### src/hdl/assert_macros.svh
// Assertion macros used by the top level RTL file of the head pose block.
// Needs a clk and an active-low rst_n in the scope of the user.
`ifndef ASSERT_MACROS_SVH
`define ASSERT_MACROS_SVH

// Clocked assertion, disabled during reset.
`define HPQ_ASSERT(label, prop) \
    label: assert property (@(posedge clk) disable iff (!rst_n) prop) \
        else $error("hpq assertion failed");

// Clocked assertion that is also checked during reset.
`define HPQ_ASSERT_ALWAYS(label, prop) \
    label: assert property (@(posedge clk) prop) \
        else $error("hpq assertion failed");

`endif

### src/hdl/hpq_pkg.sv
// Package for the head pose to quaternion block: types, constants and tables.
// No dependencies.
`timescale 1ns / 1ps

package hpq_pkg;

    localparam int CORDIC_STAGES_DEF = 16;
    localparam int ATAN_LEN = 24;

    localparam int XY_W = 33;
    localparam int Z_W = 34;
    localparam int SC_W = 22;
    localparam int PAIR_W = 44;
    localparam int TERM_W = 64;
    localparam int NUM_W = 29;
    localparam int POS_W = 23;
    localparam int Q_W = 16;

    localparam logic signed [XY_W-1:0] INV_GAIN_Q30 = 33'sd652032874;
    localparam logic signed [Z_W-1:0] PI_Q30 = 34'sd3373259426;
    localparam logic signed [Z_W-1:0] HALF_PI_Q30 = 34'sd1686629713;

    // Reciprocal of 125 scaled by 2^36, rounded up.
    localparam logic [29:0] RECIP_125 = 30'd549755814;
    localparam int RECIP_SHIFT = 36;
    localparam logic [NUM_W-1:0] ROUND_BIAS = 29'd62;

    localparam logic signed [Q_W-1:0] Q_MAX = 16'sd16384;
    localparam logic signed [Q_W-1:0] Q_MIN = -16'sd16384;

    typedef enum logic {
        CFG_CONNECTED = 1'b0,
        CFG_CROUCH    = 1'b1
    } cfg_index_t;

    localparam logic [29:0] ATAN_Q30 [0:ATAN_LEN-1] = '{
        30'd843314856, 30'd497837829, 30'd263043836, 30'd133525158,
        30'd67021686,  30'd33543515,  30'd16775850,  30'd8388437,
        30'd4194282,   30'd2097149,   30'd1048575,   30'd524287,
        30'd262143,    30'd131071,    30'd65535,     30'd32767,
        30'd16383,     30'd8191,      30'd4095,      30'd2047,
        30'd1023,      30'd511,       30'd255,       30'd127
    };

    typedef struct packed {
        logic signed [XY_W-1:0] x;
        logic signed [XY_W-1:0] y;
        logic signed [Z_W-1:0]  z;
        logic                   neg_cos;
    } cordic_t;

    typedef struct packed {
        logic [2:0][NUM_W-1:0] num;
        logic [2:0]            neg;
        logic                  crouch;
    } side_t;

endpackage

### src/hdl/hpq_cordic_cell.sv
// One rotation-mode CORDIC iteration with its pipeline register.
// Depends on hpq_pkg.
`timescale 1ns / 1ps

module hpq_cordic_cell #(
    parameter int IDX = 0
) (
    input  logic             clk,
    input  logic             en,
    input  hpq_pkg::cordic_t din,
    output hpq_pkg::cordic_t dout
);

    localparam logic signed [hpq_pkg::Z_W-1:0] ATAN =
        hpq_pkg::Z_W'(hpq_pkg::ATAN_Q30[IDX]);

    hpq_pkg::cordic_t data_reg;
    hpq_pkg::cordic_t data_next;
    logic signed [hpq_pkg::XY_W-1:0] dx;
    logic signed [hpq_pkg::XY_W-1:0] dy;

    always_comb
    begin
        dx = din.y >>> IDX;
        dy = din.x >>> IDX;
        data_next.neg_cos = din.neg_cos;
        if (!din.z[hpq_pkg::Z_W-1])
        begin
            data_next.x = din.x - dx;
            data_next.y = din.y + dy;
            data_next.z = din.z - ATAN;
        end
        else
        begin
            data_next.x = din.x + dx;
            data_next.y = din.y - dy;
            data_next.z = din.z + ATAN;
        end
    end

    always_ff @(posedge clk)
    begin
        if (en)
        begin
            data_reg <= data_next;
        end
    end

    assign dout = data_reg;

endmodule

### config.mk
export PLATFORM = sky130hd
export DESIGN_NAME = hpq_cordic_cell
export DESIGN_NICKNAME = d
export VERILOG_FILES = /design/src/hdl/assert_macros.svh /design/src/hdl/hpq_pkg.sv /design/src/hdl/hpq_cordic_cell.sv
export SDC_FILE = /design/constraint.sdc
export NUM_CORES = 1
export LEC_CHECK = 0
export ABC_AREA = 1
export BUFFER_PORTS_ARGS = -buffer_cell sky130_fd_sc_hd__buf_2
export CORE_UTILIZATION = 32
export CTS_CLUSTER_DIAMETER = 30
export CTS_CLUSTER_SIZE = 10
export DETAILED_ROUTE_END_ITERATION = 7
export PLACE_DENSITY = 0.58
export REMOVE_ABC_BUFFERS = 1
export SYNTH_ARGS = -nofsm -noshare
export SYNTH_HDL_FRONTEND = slang
export SYNTH_SLANG_ARGS = --single-unit
### constraint.sdc
create_clock -name clk -period 4.8 [get_ports clk]
set_input_delay 0.96 -clock clk [delete_from_list [all_inputs] [get_ports clk]]
set_output_delay 0.96 -clock clk [all_outputs]
set_load 0.01 [all_outputs]
==> impl_metrics.yaml <==
run_status:
  run_status: "finished clean"
setup_path:
  endpoint_kind: "flop"
  cp.required_ps: 4960
  arrival_ps: 3350
  path_max_fanout: 35
  crit_type: "input port to flop"
  start_kind: "input port"
  crit_top_cell: "nand2_1"
  crit_slowest_cell: "ha_1"
  max_stage_delay_ps: 490
  path_cells: "buf_2 > inv_2 > ha_1 > nand2_1 > o21ai_0 > nand2b_1 > nand2_1 > nand2_1 > nand2_1 > nand3_1 > nand2_1"
yosys:
  yosysTopAreaCell: "edfxtp_1"
  synth_cell_types: 49
  synthArstFlopShare_pct: 0
  ys_seq_area_share_pct: 23.4
  synth_edf_count: 100
  yosys_warnings: 0
  netlist_area_um2: 12800
  yosysMostFrequentCell: "nand2_1"
  yosysTopAreaCellShare_pct: 23.4
  synth_cells: 1975
  ys.flop_type: "edfxtp_1"
  ys_top_cells_by_area: "edfxtp_1 (23%), nand2_1 (19%), ha_1 (12%), inv_1 (9.1%), nand3_1 (6.1%)"
  synth-seq-cells: 100
  synth_area_per_cell_um2: 6.49
  synthTopCellsByCount: "nand2_1 (644), inv_1 (312), nand3_1 (157), nor2_1 (157), ha_1 (125)"
layout:
  final_layout_size_suffix_gt1_share_pct: 16.5
  antenna_cells: 0
  multiInputGateArea_um2: 8180
  n_fill_cell: 4330
  instances_no_fill: 2672
  area_growth_pct: 12.7
  fin_nets: 2381
  seq_area_um2: 3000
  largest_reg_flops: 100
floorplanning:
  dieArea_um2: 40900
  io_pins: 204
  rows: 72
  start_util_pct: 32.8
  die_x_um: 202
  dieHeight_um: 202
  core-area_um2: 39100
power_and_ir_drop:
  leakagePower_uw: 0.00762
  peakVddDrop_mv: 0.195
  power_density_nw_per_um2: 244
drt:
  ant_nets: 0
  firstDrtPassIters: 7
  wirelength_um: 44000
  routed_via_density: 4.83
  vias: 12900
  first_iter_violations: 828
  wl_per_cell_um: 16.5
  drc: 0
cts:
  clk_pin_slew_ps: 90
  cts.repair.resized: 0
  hold_buffers: 0
  cts.sinks: 100
  postCtsSetupBuffers: 0
  tritoncts: "done"
  cts_max_level: 3
  cts-root-buf: "clkbuf_16"
  cts_made_buffers: 9
  cts.path.max_buffers: 2
placement:
  place.gp.congestion: 0.919
  port_buffers: 203
  dp_cells: 2656
  place_hpwl_um: 37300
sta:
  setup-violations-final: 0
  fin_crit_ps: 3190
  report.final.slew_viol_count: 0
  maxSlewHeadroom_pct: 49.1
  hold_viol_final: 0
  tightest_slew_ps: 764
  rsz0062_at_grt: "no"
  max_freq_mhz: 314
  setup_tns_ps: 0
  post-route-period-util_pct: 66.4
global_routing:
  grt_overflow: 0
  grt_max_degree: 62
  grt_pass1_wl_um: 68500
  grt_usage_pct: 21.7
  grt_pass1_vias: 12800
  antenna_found_initial: 1
min_path:
  hold_path_class: "input port to flop"
job:
  drv_cap: 0
[power breakdown]
part	switching, uW	internal, uW	leakage (uW)
clock network	390	412	0.000148
registers	45.3	1130	0.000977
logic	1050	508	0.00649
[worst max-delay path, delay by kind of cell]
| family | cells | cell delay (ps) |
|---|---|---|
| simple gates | 7 | 910 |
| fa+ha+maj | 1 | 490 |
| buf+inv | 2 | 680 |
| compound gates | 1 | 290 |
[layout make-up]
cell class,instances,area share (%)
multi-input combinational,1497,56.6
sequential,100,20.8
inverter,334,8.78
timing repair buffer,207,7.25
tap,518,4.48
clock buffer,9,1.56
clock inverter,7,0.554
[metal layers]
layer	vias to the layer above	part of all wire (%)	global-route usage [%]
li1	6618	-	-
met1	5888	48	28.5
met2	330	46	36.5
met3	71	3.6	2.34
met4	0	3.2	7.92
met5	-	0	0
[layout by cell type, fill, tap and decap left out, drive strengths merged, types with 9 or more instances in the layout]
| cell type | count |
|---|---|
| a21oi | 106 |
| buf | 207 |
| clkbuf | 9 |
| edfxtp | 100 |
| ha | 125 |
| inv | 337 |
| nand2 | 677 |
| nand3 | 164 |
| nand4 | 19 |
| nor2 | 197 |
| nor3 | 17 |
| o21ai | 85 |
| o21bai | 16 |
| xor2 | 42 |
[path summary, 6_finish.rpt]
| path | cells after the start | start | end |
|---|---|---|---|
| setup / recovery | 11 | din[34] | dout[31]$_DFFE_PP_ |
| hold / removal | 1 | din[1] | dout[1]$_DFFE_PP_ |
[cell families (layout without fill, tap and decap cells)]
family | Yosys count | count (layout) | synth area share (%)
AOI/OAI and AO/OA | 235 | 235 | 10.6
buffers and inverters | 378 | 557 | 12.8
xor gates and xnor gates | 46 | 46 | 3.20
adders and majority gates | 129 | 129 | 12.8
and+or+nand+nor | 1087 | 1087 | 37.2
DFF | 100 | 100 | 23.4
[metrics by stage]
stage               setup slack [ps]  area (um2)  util [%]  hold WS, ps  power, uW
finish                          1610       14500      37.0          750       3530
global route                    1380       14500      37.0          735       3780
CTS                             1590       14500      37.0          733       3570
detailed placement              1170       14200      36.2         1140       2740
global placement                1200       14200      36.2         1140       2740
floorplan                       1120       12500         -         1060       2180
No activity file was read; power rests on OpenSTA's default activity.
