### src/hdl/assert_macros.svh
// Assertion macros used by the top level RTL file of the head pose block.
// Needs a clk and an active-low rst_n in the scope of the user.
`ifndef ASSERT_MACROS_SVH
`define ASSERT_MACROS_SVH

// Clocked assertion, disabled during reset.
`define HPQ_ASSERT(label, prop) \
    label: assert property (@(posedge clk) disable iff (!rst_n) prop) \
        else $error("hpq assertion failed");

// Clocked assertion that is also checked during reset.
`define HPQ_ASSERT_ALWAYS(label, prop) \
    label: assert property (@(posedge clk) prop) \
        else $error("hpq assertion failed");

`endif

### src/hdl/hpq_pkg.sv
// Package for the head pose to quaternion block: types, constants and tables.
// No dependencies.
`timescale 1ns / 1ps

package hpq_pkg;

    localparam int CORDIC_STAGES_DEF = 16;
    localparam int ATAN_LEN = 24;

    localparam int XY_W = 33;
    localparam int Z_W = 34;
    localparam int SC_W = 22;
    localparam int PAIR_W = 44;
    localparam int TERM_W = 64;
    localparam int NUM_W = 29;
    localparam int POS_W = 23;
    localparam int Q_W = 16;

    localparam logic signed [XY_W-1:0] INV_GAIN_Q30 = 33'sd652032874;
    localparam logic signed [Z_W-1:0] PI_Q30 = 34'sd3373259426;
    localparam logic signed [Z_W-1:0] HALF_PI_Q30 = 34'sd1686629713;

    // Reciprocal of 125 scaled by 2^36, rounded up.
    localparam logic [29:0] RECIP_125 = 30'd549755814;
    localparam int RECIP_SHIFT = 36;
    localparam logic [NUM_W-1:0] ROUND_BIAS = 29'd62;

    localparam logic signed [Q_W-1:0] Q_MAX = 16'sd16384;
    localparam logic signed [Q_W-1:0] Q_MIN = -16'sd16384;

    typedef enum logic {
        CFG_CONNECTED = 1'b0,
        CFG_CROUCH    = 1'b1
    } cfg_index_t;

    localparam logic [29:0] ATAN_Q30 [0:ATAN_LEN-1] = '{
        30'd843314856, 30'd497837829, 30'd263043836, 30'd133525158,
        30'd67021686,  30'd33543515,  30'd16775850,  30'd8388437,
        30'd4194282,   30'd2097149,   30'd1048575,   30'd524287,
        30'd262143,    30'd131071,    30'd65535,     30'd32767,
        30'd16383,     30'd8191,      30'd4095,      30'd2047,
        30'd1023,      30'd511,       30'd255,       30'd127
    };

    typedef struct packed {
        logic signed [XY_W-1:0] x;
        logic signed [XY_W-1:0] y;
        logic signed [Z_W-1:0]  z;
        logic                   neg_cos;
    } cordic_t;

    typedef struct packed {
        logic [2:0][NUM_W-1:0] num;
        logic [2:0]            neg;
        logic                  crouch;
    } side_t;

endpackage

### src/hdl/hpq_term.sv
// Two-stage product of a 44-bit pair product and a 22-bit factor, split in halves.
// Depends on hpq_pkg.
`timescale 1ns / 1ps

module hpq_term (
    input  logic                                 clk,
    input  logic                                 en,
    input  logic signed [hpq_pkg::PAIR_W-1:0]    pair,
    input  logic signed [hpq_pkg::SC_W-1:0]      factor,
    output logic signed [hpq_pkg::TERM_W-1:0]    term
);

    logic signed [21:0] hi_part;
    logic signed [22:0] lo_part;
    logic signed [43:0] hi_reg;
    logic signed [43:0] hi_next;
    logic signed [44:0] lo_reg;
    logic signed [44:0] lo_next;
    logic signed [hpq_pkg::TERM_W-1:0] term_reg;
    logic signed [hpq_pkg::TERM_W-1:0] term_next;

    always_comb
    begin
        hi_part = pair[43:22];
        lo_part = $signed({1'b0, pair[21:0]});
        hi_next = hi_part * factor;
        lo_next = lo_part * factor;
        term_next = ($signed({{20{hi_reg[43]}}, hi_reg}) <<< 22)
                  + $signed({{19{lo_reg[44]}}, lo_reg});
    end

    always_ff @(posedge clk)
    begin
        if (en)
        begin
            hi_reg   <= hi_next;
            lo_reg   <= lo_next;
            term_reg <= term_next;
        end
    end

    assign term = term_reg;

endmodule
### config.mk
export PLATFORM = sky130hd
export DESIGN_NAME = hpq_term
export DESIGN_NICKNAME = d
export VERILOG_FILES = /design/src/hdl/assert_macros.svh /design/src/hdl/hpq_pkg.sv /design/src/hdl/hpq_term.sv
export SDC_FILE = /design/constraint.sdc
export NUM_CORES = 2
export LEC_CHECK = 0
export ABC_AREA = 1
export BUFFER_PORTS_ARGS = -buffer_cell sky130_fd_sc_hd__buf_4
export CAP_MARGIN = 20
export CELL_PAD_IN_SITES_DETAIL_PLACEMENT = 1
export CELL_PAD_IN_SITES_GLOBAL_PLACEMENT = 2
export CORE_MARGIN = 3
export CORE_UTILIZATION = 40
export CTS_CLUSTER_SIZE = 25
export DETAILED_ROUTE_END_ITERATION = 6
export PLACE_DENSITY_LB_ADDON = 0.3
export SYNTH_ARGS = -nofsm -noshare
export SYNTH_HDL_FRONTEND = slang
export SYNTH_SLANG_ARGS = --single-unit
### constraint.sdc
create_clock -name clk -period 8.6 [get_ports clk]
set_input_delay 0.43 -clock clk [delete_from_list [all_inputs] [get_ports clk]]
set_output_delay 0.43 -clock clk [all_outputs]
set_load 0.005 [all_outputs]
==> load_flow_metrics.sql <==
INSERT INTO impl_metrics (metric_group, metric, value, unit) VALUES
('status', 'outcome', 'completed', ''),
('place', 'port_buffers', '131', ''),
('cts', 'insertion_delay', '0.46', 'ns'),
('grt', 'antenna_found_initial', '2', ''),
('grt', 'gr-usage-all-layers', '26.0', '%'),
('place', 'hpwl', '115000', 'µm'),
('critical_path', 'timing.critical_path.from_type', 'primary input', ''),
('floorplanning', 'design.portCount', '132', ''),
('final_layout', 'flow.area_growth_from_synthesis', '6.15', '%'),
('critical_path', 'timing.critical_path.to_type', 'flop', ''),
('timing', 'clock.fmax', '147', 'MHz'),
('final_layout', 'drive_above_1_share', '4.57', '%'),
('final_layout', 'filler_cell_count', '13200', ''),
('timing', 'worst_pin_slew', '0.917', 'ns'),
('timing', 'finalHoldViolCount', '0', ''),
('place', 'gp_routability_congestion', '0.906', ''),
('logic_synthesis', 'synth_area', '43600', 'µm²'),
('floorplanning', 'coreArea', '108000', 'µm²'),
('timing', 'clock_skew', '0.0153', 'ns'),
('logic_synthesis', 'postSynthNetCount', '6832', ''),
('grt', 'gr-total-overflow', '0', ''),
('logic_synthesis', 'post_synthesis_cell_count', '5522', ''),
('run', 'maxCapViolations', '0', ''),
('drt', 'avgRoutedWirePerCell', '20.4', 'µm'),
('final_layout', 'final_nets', '6791', ''),
('cts', 'clock_sinks', '151', ''),
('hold_path', 'holdCritPathClass', 'flop to flop', ''),
('timing', 'final.setup.tns', '0', 'ns'),
('cts', 'cts_tree', 'built', ''),
('grt', 'grt_pass1_vias', '39200', ''),
('floorplanning', 'die-height', '336', 'µm'),
('cts', 'clkTransAtPathRegs', '0.08', 'ns'),
('timing', 'finalWorstPathRequiredPeriod', '6.82', 'ns'),
('cts', 'cts_root_buffer', 'sky130_fd_sc_hd__clkbuf_16', ''),
('critical_path', 'cells_traversed_along_the_worst_timing_path', 'buf_4 -> nand2_1 -> inv_1 -> fa_1 -> fa_1 -> fa_1 -> inv_1 -> fa_1 -> fa_1 -> fa_1 -> fa_1 -> inv_1 -> ha_1 -> nand2_1 -> nor2_1 -> nand2_1 -> nor2_1 -> nand4_1 -> nand4_1 -> nand2_1', ''),
('cts', 'htreeDepth', '4', ''),
('cts', 'cts.repair.resized', '0', ''),
('cts', 'cts_hold_buffers', '0', ''),
('drt', 'remaining_drc_errors', '0', ''),
('logic_synthesis', 'synth_edf_count', '151', ''),
('drt', 'antenna_nets_post_route', '0', ''),
('critical_path', 'ff2ff_path_depth', '8', ''),
('final_layout', 'largest_register_ffs', '64', ''),
('grt', 'largest_net_degree_at_the_start_of_global_routing', '89', ''),
('drt', 'dr_total_vias', '34500', ''),
('logic_synthesis', 'post-synth-top-area-cell', 'sky130_fd_sc_hd__fa_1', ''),
('timing', 'timing.max_slew.rel_slack', '38.9', '%'),
('floorplanning', 'start_util', '40.5', '%'),
('timing', 'grt_setup_unrepaired', 'no', ''),
('floorplanning', 'floorplan.die_area', '113000', 'µm²'),
('critical_path', 'worst-endpoint-arrival', '7.05', 'ns'),
('timing', 'final-max-slew-violation-count', '0', ''),
('drt', 'drt_wl_total', '141000', 'µm'),
('cts', 'cts_setup_buffers', '0', ''),
('floorplanning', 'die_width', '336', 'µm'),
('logic_synthesis', 'synth.top_cells.by_area', 'sky130_fd_sc_hd__fa_1 41%, sky130_fd_sc_hd__inv_1 14%, sky130_fd_sc_hd__nand2_1 13%', ''),
('drt', 'drt_pass1_iterations', '5', ''),
('critical_path', 'cpMaxStageDelayCell', 'sky130_fd_sc_hd__fa_1', ''),
('logic_synthesis', 'synth-async-reset-ratio', '0', '%'),
('logic_synthesis', 'dominantRegCellSynth', 'sky130_fd_sc_hd__edfxtp_1', ''),
('critical_path', 'cp.required', '8.82', 'ns'),
('grt', 'wire_length_of_the_first_global_routing_pass', '226000', 'µm'),
('drt', 'first_iter_violations', '2023', ''),
('logic_synthesis', 'postSynthRegisterBits', '151', ''),
('logic_synthesis', 'synth_cell_types', '37', ''),
('logic_synthesis', 'synth-warning-count', '0', ''),
('logic_synthesis', 'synth.avg_cell_area', '7.90', 'µm²'),
('timing', 'fin_crit_sh', '79.4', '%'),
('critical_path', 'timing.critical_path.mode_cell', 'sky130_fd_sc_hd__fa_1', ''),
('floorplanning', 'rows', '120', ''),
('logic_synthesis', 'synthDominantCellAreaShare', '40.6', '%'),
('critical_path', 'critPathMaxFanout', '44', ''),
('critical_path', 'timing.critical_path.slowest_cell_delay', '0.84', 'ns'),
('drt', 'routed_via_density', '5.00', ''),
('cts', 'max-clock-path-buffers', '2', ''),
('logic_synthesis', 'seq_area_frac_synth', '10.4', '%'),
('hold_path', 'holdPathStages', '0', ''),
('cts', 'cts_made_buffers', '17', ''),
('timing', 'setup_violations', '0', ''),
('critical_path', 'timing.setup.critical_path_class', 'primary input to flop', '');
==> final cells by class <==
| cell class | count | area (µm²) | area share (%) |
|---|---|---|---|
| inverter | 1578 | 5920 | 12.8 |
| timing repair buffer | 137 | 1030 | 2.23 |
| sequential | 151 | 4530 | 9.79 |
| clock inverter | 13 | 204 | 0.441 |
| tap | 1403 | 1760 | 3.79 |
| multi-input combinational | 3596 | 32400 | 70.0 |
| clock buffer | 18 | 429 | 0.927 |
| antenna | 1 | 2.50 | 0.00540 |
==> synthesized netlist by cell type, types with 3 or more instances <==
cell and instances:
sky130_fd_sc_hd__a21oi_2 5, sky130_fd_sc_hd__a21o_1 11, sky130_fd_sc_hd__clkbuf_1 148, sky130_fd_sc_hd__edfxtp_1 151, sky130_fd_sc_hd__nor2_2 14, sky130_fd_sc_hd__inv_1 1576
sky130_fd_sc_hd__nor3_1 10, sky130_fd_sc_hd__ha_1 358, sky130_fd_sc_hd__xnor2_1 18, sky130_fd_sc_hd__nand4_1 39, sky130_fd_sc_hd__nor4_2 3, sky130_fd_sc_hd__o21bai_1 14
sky130_fd_sc_hd__or2_2 20, sky130_fd_sc_hd__xor2_1 65, sky130_fd_sc_hd__nand3_2 12, sky130_fd_sc_hd__a21oi_1 140, sky130_fd_sc_hd__o21ai_1 6, sky130_fd_sc_hd__nand3b_1 4
sky130_fd_sc_hd__buf_1 47, sky130_fd_sc_hd__nor2_1 243, sky130_fd_sc_hd__nand2_1 1528, sky130_fd_sc_hd__o21ai_0 73, sky130_fd_sc_hd__o21a_1 4, sky130_fd_sc_hd__fa_1 884
sky130_fd_sc_hd__nand2_2 20, sky130_fd_sc_hd__nand3_1 112, sky130_fd_sc_hd__nor2_4 3
==> worst max-delay path: cells and delay by family <==
family	cells	cell delay (ns)
AND/OR/NAND/NOR	8	1.16
adder cells (fa/ha/maj)	8	4.41
buffers and inverters	4	1.01
==> path summary, 6_finish.rpt <==
kind | start | to | slack [ns]
hold / removal | lo_reg[5] | term[5] | 0.42
setup / recovery | factor[4] | hi_reg[38] | 1.78
setup reg to reg | lo_reg[44] | term[56] | 5.73
hold reg to reg | lo_reg[5] | term[5] | 0.42
==> layout by cell type, fill, tap and decap left out, types with 2 or more instances in the layout <==
cell                            n
sky130_fd_sc_hd__nor3_1        10
sky130_fd_sc_hd__xor2_1        65
sky130_fd_sc_hd__edfxtp_1     151
sky130_fd_sc_hd__nand4_1       39
sky130_fd_sc_hd__buf_4        136
sky130_fd_sc_hd__o21bai_1      14
sky130_fd_sc_hd__nor2_1       243
sky130_fd_sc_hd__xnor2_1       18
sky130_fd_sc_hd__ha_1         358
sky130_fd_sc_hd__clkbuf_16     17
sky130_fd_sc_hd__inv_1       1575
sky130_fd_sc_hd__or2_2         20
sky130_fd_sc_hd__o211ai_2       2
sky130_fd_sc_hd__o21ai_0       73
sky130_fd_sc_hd__o21ai_1        6
sky130_fd_sc_hd__nand2_1     1528
sky130_fd_sc_hd__nor2_4         3
sky130_fd_sc_hd__nor2_2        14
sky130_fd_sc_hd__a21oi_1      140
sky130_fd_sc_hd__nand3_1      112
sky130_fd_sc_hd__nor4_2         3
sky130_fd_sc_hd__o21a_1         4
sky130_fd_sc_hd__bufinv_16      5
sky130_fd_sc_hd__nand2_2       20
sky130_fd_sc_hd__nor3_2         2
sky130_fd_sc_hd__clkinvlp_4     2
sky130_fd_sc_hd__fa_1         884
sky130_fd_sc_hd__inv_2          2
sky130_fd_sc_hd__clkinv_1       3
sky130_fd_sc_hd__a21oi_2        5
sky130_fd_sc_hd__a21o_1        11
sky130_fd_sc_hd__nand3b_1       4
sky130_fd_sc_hd__nand3_2       12
sky130_fd_sc_hd__clkinv_4       2
==> kinds of logic after synthesis <==
family          after synthesis  synth area share [%]
compound gates              257                  3.21
xor+xnor                     83                  1.67
fa+ha+maj                  1242                  50.8
buf+inv                    1775                  15.3
flops                       151                  10.4
simple gates               2014                  18.6
==> routing by layer <==
metal / track usage [%] / share of wire [%] / routed length (µm)
met1: 37.4 / 47 / 66700
met2: 43.2 / 46 / 65500
met3: 2.47 / 4.8 / 6720
met4: 4.41 / 1.5 / 2050
met5: 0 / 0 / 0
==> metrics by stage <==
step | cells | hold slack (ns) | setup slack (ns) | utilization, % | cell area (µm²)
finish | 6897 | 0.419 | 1.78 | 43.0 | 46300
global route | 6896 | 0.429 | 1.27 | 43.0 | 46300
CTS | 6896 | 0.422 | 1.77 | 43.0 | 46300
detailed placement | 6865 | 0.406 | 1.28 | 42.4 | 45700
global placement | 6865 | 0.401 | 1.35 | 42.4 | 45700
floorplan | 5522 | 0.400 | 2.23 | - | 43600
Power is not shown: default switching activity piles up to over one toggle a cycle in this logic, so the estimate is an artifact.
